**config.mk**
```make
export PLATFORM = sky130hd
export DESIGN_NAME = matrix_keypad_debounce
export DESIGN_NICKNAME = d
export VERILOG_FILES = /design/src/rtl/mkd_pkg.sv /design/src/rtl/matrix_keypad_debounce.sv /design/src/rtl/mkd_encoder.sv /design/src/rtl/mkd_core.sv
export SDC_FILE = /design/constraint.sdc
export NUM_CORES = 1
export LEC_CHECK = 0
export BUFFER_PORTS_ARGS = -buffer_cell sky130_fd_sc_hd__buf_2
export CELL_PAD_IN_SITES_DETAIL_PLACEMENT = 2
export CELL_PAD_IN_SITES_GLOBAL_PLACEMENT = 2
export CORE_UTILIZATION = 38
export CTS_CLUSTER_SIZE = 30
export DETAILED_ROUTE_END_ITERATION = 6
export PLACE_DENSITY = 0.91
export SLEW_MARGIN = 20
export SYNTH_ARGS = -nofsm -noshare
export SYNTH_HDL_FRONTEND = slang
export SYNTH_HIERARCHICAL = 1
export SYNTH_SLANG_ARGS = --single-unit
```
**constraint.sdc**
```tcl
create_clock -name clk -period 4.35 [get_ports clk]
set_input_delay 0.435 -clock clk [delete_from_list [all_inputs] [get_ports clk]]
set_output_delay 0.435 -clock clk [all_outputs]
set_load 0.005 [all_outputs]
```
**src/rtl/mkd_pkg.sv**
```systemverilog
// Shared constants and types for the matrix keypad debounce block.
`timescale 1ns / 1ps
package mkd_pkg;

	// Matrix geometry
	localparam int COLUMNS   = 4;
	localparam int ROWS      = 4;
	localparam int KEY_COUNT = COLUMNS * ROWS;

	// Field widths
	localparam int LEVEL_W = 16;
	localparam int CODE_W  = 5;
	localparam int COUNT_W = 8;

	// Only row bits that exist in both the matrix and the level word are scanned.
	localparam int SCAN_BITS = (KEY_COUNT < LEVEL_W) ? KEY_COUNT : LEVEL_W;

	// Reset value of the settle tick register
	localparam logic [COUNT_W-1:0] SETTLE_RESET = COUNT_W'(5);

	// Function codes of an input item
	typedef enum logic {
		FUNC_SCAN = 1'b0,
		FUNC_READ = 1'b1
	} func_t;

	// Item handed from the input register to the debounce state
	typedef struct packed {
		logic               valid;
		func_t              func;
		logic [CODE_W-1:0]  raw;
	} item_t;

endpackage

```
**src/rtl/matrix_keypad_debounce.sv**
```systemverilog
// Top level of the debounced 4x4 key matrix scanner.
`timescale 1ns / 1ps
// Usage:
// Input channel (in_valid, in_stall, func, row_levels) takes one item per transfer:
// a scan tick carrying the row levels of every driven column, or a read that
// returns and clears the latched press event. The output channel (out_valid,
// out_stall, event_key, stable_key, raw_code) gives exactly one result per item.
// An item that is transferred in goes first into the input register and then into the
// result register, from which it is transferred out.
// Throughput is one item per cycle while the receiver does not stall; the debounce
// state is updated as an item moves from the input register to the result register.
// When the receiver stalls, the result register holds its value and the input
// register can still take one more item; in_stall rises only when both are full.
// The settle tick register is written over cfg_valid/cfg_ready/cfg_data, which
// is always ready; write it only while the block is idle.
// Reset clears both registers, all debounce state and the press event, and sets
// the settle tick count to five.
module matrix_keypad_debounce (
	input  logic                        clk,
	input  logic                        arst_n,
	input  logic                        in_valid,
	output logic                        in_stall,
	input  logic                        func,
	input  logic [mkd_pkg::LEVEL_W-1:0] row_levels,
	output logic                        out_valid,
	input  logic                        out_stall,
	output logic [mkd_pkg::CODE_W-1:0]  event_key,
	output logic [mkd_pkg::CODE_W-1:0]  stable_key,
	output logic [mkd_pkg::CODE_W-1:0]  raw_code,
	input  logic                        cfg_valid,
	output logic                        cfg_ready,
	input  logic [mkd_pkg::COUNT_W-1:0] cfg_data
);

	logic                        valid_s1;
	mkd_pkg::func_t              func_s1;
	logic [mkd_pkg::LEVEL_W-1:0] levels_s1;
	logic                        valid_s2;
	logic [mkd_pkg::CODE_W-1:0]  event_s2, stable_s2, raw_s2;
	logic [mkd_pkg::COUNT_W-1:0] settle_q;
	logic [mkd_pkg::CODE_W-1:0]  enc_code;
	logic [mkd_pkg::CODE_W-1:0]  core_event, core_stable;
	logic                        advance;
	mkd_pkg::item_t              item;

	// Configuration register
	assign cfg_ready = 1'b1;

	always_ff @(posedge clk or negedge arst_n) begin
		if (!arst_n) begin
			settle_q <= mkd_pkg::SETTLE_RESET;
		end else if (cfg_valid && cfg_ready) begin
			settle_q <= cfg_data;
		end
	end

	// Handshake: the input register moves on when the result register is free.
	assign advance  = valid_s1 && (!valid_s2 || !out_stall);
	assign in_stall = valid_s1 && valid_s2 && out_stall;

	// Input register
	always_ff @(posedge clk or negedge arst_n) begin
		if (!arst_n) begin
			valid_s1 <= 1'b0;
		end else if (in_valid && !in_stall) begin
			valid_s1 <= 1'b1;
		end else if (advance) begin
			valid_s1 <= 1'b0;
		end
	end

	always_ff @(posedge clk) begin
		if (in_valid && !in_stall) begin
			func_s1   <= mkd_pkg::func_t'(func);
			levels_s1 <= row_levels;
		end
	end

	// Key encoding and debounce
	mkd_encoder u_encoder (
		.levels (levels_s1),
		.code   (enc_code)
	);

	always_comb begin
		item.valid = valid_s1;
		item.func  = func_s1;
		item.raw   = (func_s1 == mkd_pkg::FUNC_SCAN) ? enc_code : '0;
	end

	mkd_core u_core (
		.clk          (clk),
		.arst_n       (arst_n),
		.advance      (advance),
		.item         (item),
		.settle_ticks (settle_q),
		.event_key    (core_event),
		.stable_key   (core_stable)
	);

	// Result register
	always_ff @(posedge clk or negedge arst_n) begin
		if (!arst_n) begin
			valid_s2 <= 1'b0;
		end else if (advance) begin
			valid_s2 <= 1'b1;
		end else if (!out_stall) begin
			valid_s2 <= 1'b0;
		end
	end

	always_ff @(posedge clk) begin
		if (advance) begin
			event_s2  <= core_event;
			stable_s2 <= core_stable;
			raw_s2    <= item.raw;
		end
	end

	assign out_valid  = valid_s2;
	assign event_key  = event_s2;
	assign stable_key = stable_s2;
	assign raw_code   = raw_s2;

	// A scan result never carries a press event.
	assert property (@(posedge clk) disable iff (!arst_n)
		valid_s2 && raw_s2 != '0 |-> event_s2 == '0)
		else $error("press event reported on a scan result");

	// Key codes stay within the matrix.
	assert property (@(posedge clk) disable iff (!arst_n)
		valid_s2 |-> stable_s2 <= mkd_pkg::CODE_W'(mkd_pkg::KEY_COUNT) &&
			raw_s2 <= mkd_pkg::CODE_W'(mkd_pkg::KEY_COUNT))
		else $error("key code beyond the matrix");

	// Input is held off only when both registers are occupied.
	assert property (@(posedge clk) disable iff (!arst_n)
		in_stall |-> valid_s1 && valid_s2)
		else $error("input stalled with a free register");

	// A read followed directly by another read finds no event.
	assert property (@(posedge clk) disable iff (!arst_n)
		advance && func_s1 == mkd_pkg::FUNC_READ ##1
		advance && func_s1 == mkd_pkg::FUNC_READ |-> core_event == '0)
		else $error("press event not cleared by a read");

endmodule

```
**src/rtl/mkd_encoder.sv**
```systemverilog
// Priority encoder turning sampled row levels into a raw key code.
`timescale 1ns / 1ps
module mkd_encoder (
	input  logic [mkd_pkg::LEVEL_W-1:0] levels,
	output logic [mkd_pkg::CODE_W-1:0]  code
);

	// Lowest set bit wins: walk from the top so that lower bits overwrite.
	always_comb begin
		code = '0;
		for (int i = mkd_pkg::SCAN_BITS - 1; i >= 0; i--) begin
			if (levels[i]) begin
				code = mkd_pkg::CODE_W'(i + 1);
			end
		end
	end

endmodule

```
**src/rtl/mkd_core.sv**
```systemverilog
// Debounce state: sample history, settle counter, stable key and press event.
`timescale 1ns / 1ps
module mkd_core (
	input  logic                        clk,
	input  logic                        arst_n,
	input  logic                        advance,
	input  mkd_pkg::item_t              item,
	input  logic [mkd_pkg::COUNT_W-1:0] settle_ticks,
	output logic [mkd_pkg::CODE_W-1:0]  event_key,
	output logic [mkd_pkg::CODE_W-1:0]  stable_key
);

	logic [mkd_pkg::CODE_W-1:0]  pending_q, pending_d;
	logic [mkd_pkg::CODE_W-1:0]  debounced_q, debounced_d;
	logic [mkd_pkg::CODE_W-1:0]  previous_q, previous_d;
	logic [mkd_pkg::COUNT_W-1:0] count_q, count_d;

	// Next state of the debouncer for the item now leaving the input register.
	always_comb begin
		pending_d   = pending_q;
		debounced_d = debounced_q;
		previous_d  = previous_q;
		count_d     = count_q;
		event_key   = '0;
		if (item.func == mkd_pkg::FUNC_READ) begin
			event_key = pending_q;
			pending_d = '0;
		end else if (item.raw == previous_q) begin
			if (count_q < settle_ticks) begin
				count_d = count_q + mkd_pkg::COUNT_W'(1);
			end
			if (count_d >= settle_ticks && item.raw != debounced_q) begin
				if (item.raw != '0) begin
					pending_d = item.raw;
				end
				debounced_d = item.raw;
			end
		end else begin
			count_d    = '0;
			previous_d = item.raw;
		end
		stable_key = debounced_d;
	end

	// State is committed only when the item moves on to the result register.
	always_ff @(posedge clk or negedge arst_n) begin
		if (!arst_n) begin
			pending_q   <= '0;
			debounced_q <= '0;
			previous_q  <= '0;
			count_q     <= '0;
		end else if (advance && item.valid) begin
			pending_q   <= pending_d;
			debounced_q <= debounced_d;
			previous_q  <= previous_d;
			count_q     <= count_d;
		end
	end

endmodule

```
==> results of run 1 <==
[per-layer routing]
layer	vias up	wire, um	track usage, %
met3	30	331	4.77
met5	-	0	0
met1	1344	3880	24.5
met2	76	6010	46.0
met4	0	412	11.1
li1	1194	-	-
[sequential cells by signal, indices dropped and copies added (netlist names)]
signal,cells
levels_s1,16
settle_q,8
u_core/count_q,8
event_key,5
raw_code,5
stable_key,5
u_core/debounced_q,5
u_core/pending_q,5
u_core/previous_q,5
func_s1,1
out_valid,1
valid_s1,1
[cell usage after synthesis, types with 2 or more instances]
| cell type | count | area share, % |
|---|---|---|
| a32oi_1 | 2 | 0.51 |
| or3_1 | 2 | 0.37 |
| mux2_2 | 7 | 2.3 |
| a211oi_1 | 2 | 0.44 |
| buf_6 | 2 | 0.66 |
| edfxtp_1 | 32 | 28 |
| o21ai_1 | 2 | 0.29 |
| or2_2 | 4 | 0.73 |
| nor4_1 | 4 | 0.73 |
| nor3_1 | 11 | 1.6 |
| or4_1 | 3 | 0.66 |
| nand2_1 | 34 | 3.7 |
| mux2_4 | 8 | 3.5 |
| dfstp_2 | 2 | 1.5 |
| a21o_1 | 2 | 0.44 |
| ha_1 | 16 | 5.9 |
| dfrtp_1 | 31 | 23 |
| and2_1 | 8 | 1.5 |
| xor2_1 | 10 | 2.6 |
| nor2_1 | 17 | 1.9 |
| o21ai_0 | 10 | 1.5 |
| xnor2_1 | 7 | 1.8 |
| inv_1 | 19 | 2.1 |
| nor2b_1 | 6 | 1.1 |
| nand2b_1 | 8 | 1.5 |
| o211ai_1 | 7 | 1.5 |
| a21oi_1 | 7 | 1.0 |
| clkbuf_1 | 5 | 0.55 |
| nand3_1 | 7 | 1.0 |
[how the worst max path moves through the flow]
stage	end	slack, ns	from
after floorplan	stable_key[0]	0.70	settle_q[2]
after global placement	stable_key[2]	0.55	settle_q[2]
after detailed placement	stable_key[2]	0.08	settle_q[2]
after CTS	stable_key[2]	0.18	settle_q[2]
after global routing	stable_key[2]	0.12	settle_q[2]
final	stable_key[0]	0.32	settle_q[2]
[power groups by stage]
| stage | logic (mW) | registers, mW | clock network [mW] |
|---|---|---|---|
| CTS | 0.730 | 0.915 | 0.554 |
| floorplan | 0.485 | 0.868 | 0 |
| global route | 0.805 | 0.930 | 0.572 |
| detailed placement | 0.696 | 0.923 | 0 |
| finish | 0.725 | 0.915 | 0.542 |
| global placement | 0.614 | 0.909 | 0 |
[per-stage QoR]
stage | hold slack, ns | cells | util (%) | worst slack (ns) | cell area (um^2)
after floorplan | 0.139 | 303 | - | 0.701 | 3410
after global placement | 0.480 | 455 | 43.2 | 0.551 | 3770
after detailed placement | 0.500 | 455 | 43.2 | 0.0823 | 3770
after CTS | 0.185 | 471 | 45.7 | 0.185 | 3980
after global routing | 0.191 | 471 | 45.7 | 0.125 | 3980
final | 0.161 | 471 | 45.7 | 0.319 | 3980
[placed cells by master (no fill, tap or decap), types with 8 or more instances in the layout]
cell type	synthesis	routed
buf_2	0	46
nand2_1	34	34
edfxtp_1	32	32
dfrtp_1	31	31
inv_1	19	19
nor2_1	17	17
ha_1	16	16
nor3_1	11	11
xor2_1	10	10
clkbuf_8	0	9
o21ai_0	10	9
and2_1	8	8
mux2_4	8	8
nand2b_1	8	8
[repair_timing]
action | 4_1_cts | 5_1_grt
gates resized for setup | 1 | 1
pin swaps | 0 | 0
hold endpoints to repair | 0 | 0
setup endpoints to repair | 8 | 1
[area by class of cell]
cell class / instances / area, um^2
Multi-Input combinational cell: 210 / 1500
Fill cell: 905 / 4740
Inverter: 20 / 75.1
Tap cell: 108 / 135
Sequential cell: 65 / 1790
Clock buffer: 12 / 178
Timing Repair Buffer: 52 / 275
Clock inverter: 4 / 31.3
[cell families after synthesis]
| kind of cell | Yosys count | synth area share (%) |
|---|---|---|
| AO/OA/AOI/OAI | 48 | 10.2 |
| buffers and inverters | 28 | 3.63 |
| AND/OR/NAND/NOR | 113 | 17.5 |
| multiplexers | 15 | 5.84 |
| adder cells (fa/ha/maj) | 16 | 5.87 |
| other | 1 | 0.110 |
| XOR/XNOR | 17 | 4.37 |
| flip-flops | 65 | 52.5 |
==> qor.yml, run 1 <==
route:
  drtPass1Iterations: 4
  routedWlPerCell_um: 22.6
  routed_wl_um: 10600
  drc: 0
  via_count: 2644
  drtIter0Drc: 82
  ant_nets: 0
  viasPerCell: 5.61
clocking:
  cts.clk_slew.worst_paths_ns: 0.08
  cts_tree: "yes"
  cts_buffers: 9
  insertion_delay_ns: 0.36
  ctsHoldBuffers: 0
  clockRootBuffer: "clkbuf_8"
  clock_tree.buffer_depth: 2
  cts_max_level: 3
  cts_setup_buffers: 0
  clock-sinks: 65
worst_setup_path:
  r2r_end: "stable_key[0]"
  crit_fanout: 10
  cp.required_ns: 4.46
  cp.arrival_ns: 4.14
  cp_slowest_cell: "dfstp_2"
  cp-start-kind: "flop"
  cp_top_family: "compound AO/OA/AOI/OAI gates"
  crit_path_max_incr_delay_ns: 0.55
  rr_worst_depth: 13
  cp.depth: 13
  rr_startpoint: "settle_q[2]"
  worst-path-buf-inv: 1
  path_cells: "inv_1 > ha_1 > o211ai_1 > o21a_1 > o21ai_2 > nor3_1 > xor2_1 > ha_1 > nand2_1 > nor2_1 > a31oi_2 > nor4_4 > mux2_2"
  ff2ff_setup_slack_ns: 0.32
  cp_common_cell: "ha_1"
  timing_worst_setup_path_type: "reg -> reg"
  cp-end-kind: "flop"
synth:
  synth_flop_cell: "edfxtp_1"
  synthCells: 303
  yosysUniqueCellTypes: 57
  synth_seq_area_share_pct: 52.5
  synthesis.area_um2: 3410
  avgSynthCellArea_um2: 11.3
  ys_ff_latch: 65
  syn_nets: 349
  synth_edf_count: 32
  async_flop_share_pct: 50.8
  yosys_warnings: 6
layout:
  drive_above_1_share_pct: 26.7
  syn_to_final_growth_pct: 16.8
  antenna_cells: 0
  fin_nets: 404
global_route:
  grt_max_degree: 34
  antenna_found_initial: 0
  grt_pass1_wl_um: 17000
  grt_pass1_vias: 3120
  track_usage_pct: 23.9
  grt.overflow.total: 0
status:
  status: "finished clean"
die:
  fp-row-count: 34
  die_w_um: 96.7
  ios: 48
  core_area_um2: 8720
  initial_core_util_pct: 39.1
  die_area_um2: 9350
  fp.dieH_um: 96.7
hold_path:
  hold_class: "in -> async"
place:
  dp_hpwl_um: 7520
  io_buffer_count: 46
  gp_congestion: 0.759
timing:
  hold_viol_final: 0
  post-route-period-util_pct: 92.7
  rsz0062_at_grt: "no"
  setup_tns_ns: 0
  finalSetupViolCount: 0
  skew_ns: 0.0194
  worst_pin_slew_ns: 0.818
  final-max-slew-violation-count: 0
  fmax_mhz: 248
  min_period_ns: 4.03
  relSlewSlack_pct: 45.5
pwr:
  power_switching_uw: 836
  intPower_mw: 1.35
  pwr-share-clk_pct: 24.8
  power_mw: 2.18
  seqPwrFrac_pct: 41.9
  ir_worst_vdd_mv: 0.236
  power_density_nw_per_um2: 548
  combPwrFrac_pct: 33.2
  power.leakage_nw: 1.74
  switching_share_pct: 38.3
job:
  drv_cap: 0
(Power assumes the default switching activity.)
==> inputs of run 2 (changes only) <==
--- a/config.mk
+++ b/config.mk
@@ -8,6 +8,7 @@
 export BUFFER_PORTS_ARGS = -buffer_cell sky130_fd_sc_hd__buf_2
 export CELL_PAD_IN_SITES_DETAIL_PLACEMENT = 2
 export CELL_PAD_IN_SITES_GLOBAL_PLACEMENT = 2
+export CORE_ASPECT_RATIO = 1.5
 export CORE_UTILIZATION = 38
 export CTS_CLUSTER_SIZE = 30
 export DETAILED_ROUTE_END_ITERATION = 6
==> qor.yml, run 2 (synthesis results as in run 1) <==
status:
  status: "finished clean"
global_route:
  antenna_found_initial: 0
  grt_pass1_wl_um: 15400
  track_usage_pct: 22.5
  grt_pass1_vias: 3058
  grt.overflow.total: 0
  grt_max_degree: 34
clocking:
  cts_resized: 0
  cts_max_level: 3
  clock_tree.buffer_depth: 2
  cts_setup_buffers: 0
  ctsHoldBuffers: 0
  cts_buffers: 9
  cts_tree: "yes"
  clockRootBuffer: "clkbuf_16"
  insertion_delay_ns: 0.33
  clock-sinks: 65
  cts.clk_slew.worst_paths_ns: 0.06
pwr:
  power_density_nw_per_um2: 556
  power_mw: 2.24
  power.leakage_nw: 1.75
  ir_worst_vdd_mv: 0.273
die:
  fp.dieH_um: 118
  fp-row-count: 42
  initial_core_util_pct: 38.9
  ios: 48
  die_area_um2: 9360
  core_area_um2: 8780
  die_w_um: 79.3
timing:
  rsz0062_at_grt: "no"
  setup_tns_ns: 0
  min_period_ns: 3.90
  relSlewSlack_pct: 44.4
  final-max-slew-violation-count: 0
  finalSetupViolCount: 0
  hold_viol_final: 0
  fmax_mhz: 256
  skew_ns: 0.00645
  hold_ws_ns: 0.201
  worst_pin_slew_ns: 0.833
  post-route-period-util_pct: 89.7
route:
  wl_met3_um: 245
  top_layer: "met4"
  drt-met1-wl_um: 3410
  viasPerCell: 5.51
  via_count: 2605
  drtPass1Iterations: 4
  routedWlPerCell_um: 20.5
  ant_nets: 0
  drc: 0
  wl_met2_um: 5660
  drtIter0Drc: 63
  routed_wl_um: 9670
worst_setup_path:
  endpoint: "stable_key[2]"
  cp_common_cell: "ha_1"
  cp.required_ns: 4.43
  startpoint: "settle_q[2]"
  cp.arrival_ns: 3.98
  cp-end-kind: "flop"
  cp_top_family: "compound AO/OA/AOI/OAI gates"
  crit_fanout: 19
  cp-start-kind: "flop"
  rr_startpoint: "settle_q[2]"
  crit_path_max_incr_delay_ns: 0.53
  worst-path-buf-inv: 2
  r2r_end: "stable_key[2]"
  rr_worst_depth: 14
  ff2ff_setup_slack_ns: 0.45
  cp_slowest_cell: "dfstp_2"
  timing_worst_setup_path_type: "reg -> reg"
  path_cells: "inv_1 > ha_1 > a211oi_1 > o21a_1 > o21ai_1 > buf_4 > nor3_1 > xor2_1 > ha_1 > nand2_1 > o21ai_0 > a31oi_2 > nor4_4 > mux2_2"
  cp.depth: 14
place:
  io_buffer_count: 46
  place_area_um2: 3770
  gp_congestion: 0.841
  dp_hpwl_um: 7110
  placedCellCount: 457
layout:
  drive_above_1_share_pct: 25.3
  final_cell_mix: "46 x buf_2, 34 x nand2_1, 32 x edfxtp_1"
  syn_to_final_growth_pct: 18.2
  mostFrequentLayoutCell: "buf_2"
  fin_nets: 404
  fin_area_um2: 4030
  largest_reg_flops: 16
  antenna_cells: 0
  num-fill-cells: 925
  top_register: "levels_s1"
  final_cell_count_no_fill: 473
  final-seq-area_um2: 1790
  top_regs: "levels_s1 (16), settle_q (8), u_core/count_q (8)"
  multi_input_area_um2: 1500
hold_path:
  hold_class: "in -> async"
job:
  drv_cap: 0
==> run 2: cell count changes in the layout (fill, tap and decap cells not counted), sizes merged <==
cell	before	now
clkbuf	12	11
clkinv	3	4
clkinvlp	0	1
inv	21	20
==> run 2: power by group <==
part	total [mW]	leakage [nW]	internal [mW]	switching [mW]
Clock	0.638	0.122	0.378	0.259
Sequential	0.910	0.697	0.776	0.134
Combinational	0.693	0.936	0.288	0.404
Total	2.24	1.75	1.44	0.798
==> run 2: layout make-up <==
| cell class | count | share of cell area (%) |
|---|---|---|
| inverter | 20 | 1.86 |
| sequential | 65 | 44.4 |
| multi-input combinational | 210 | 37.1 |
| clock inverter | 5 | 0.590 |
| timing repair buffer | 52 | 6.83 |
| clock buffer | 11 | 5.77 |
| tap | 110 | 3.42 |
==> run 2: metrics by stage <==
step,setup WS (ns),util [%]
final,0.448,45.9
after global routing,0.292,45.9
after CTS,0.434,45.9
after detailed placement,0.490,43.0
after global placement,0.799,43.0
after floorplan,0.701,-
==> run 2: how the worst min path moves through the flow <==
stage               slack [ns]            startpoint              endpoint  cells past startpoint
finish                    0.20                arst_n     u_core/count_q[0]                      1
CTS                       0.21                arst_n     u_core/count_q[0]                      1
global placement          0.48  u_core/previous_q[1]  u_core/previous_q[1]                      2
floorplan                 0.14                arst_n             out_valid                      0
detailed placement        0.50           settle_q[3]           settle_q[3]                      1
global route              0.25                arst_n     u_core/count_q[0]                      1
==> run 2: routing by layer <==
metal  up-vias  global-route usage (%)
li1       1199                       -
met1      1317                    20.9
met2        65                    43.4
met3        24                    4.50
met4         0                    12.7
met5         -                       0
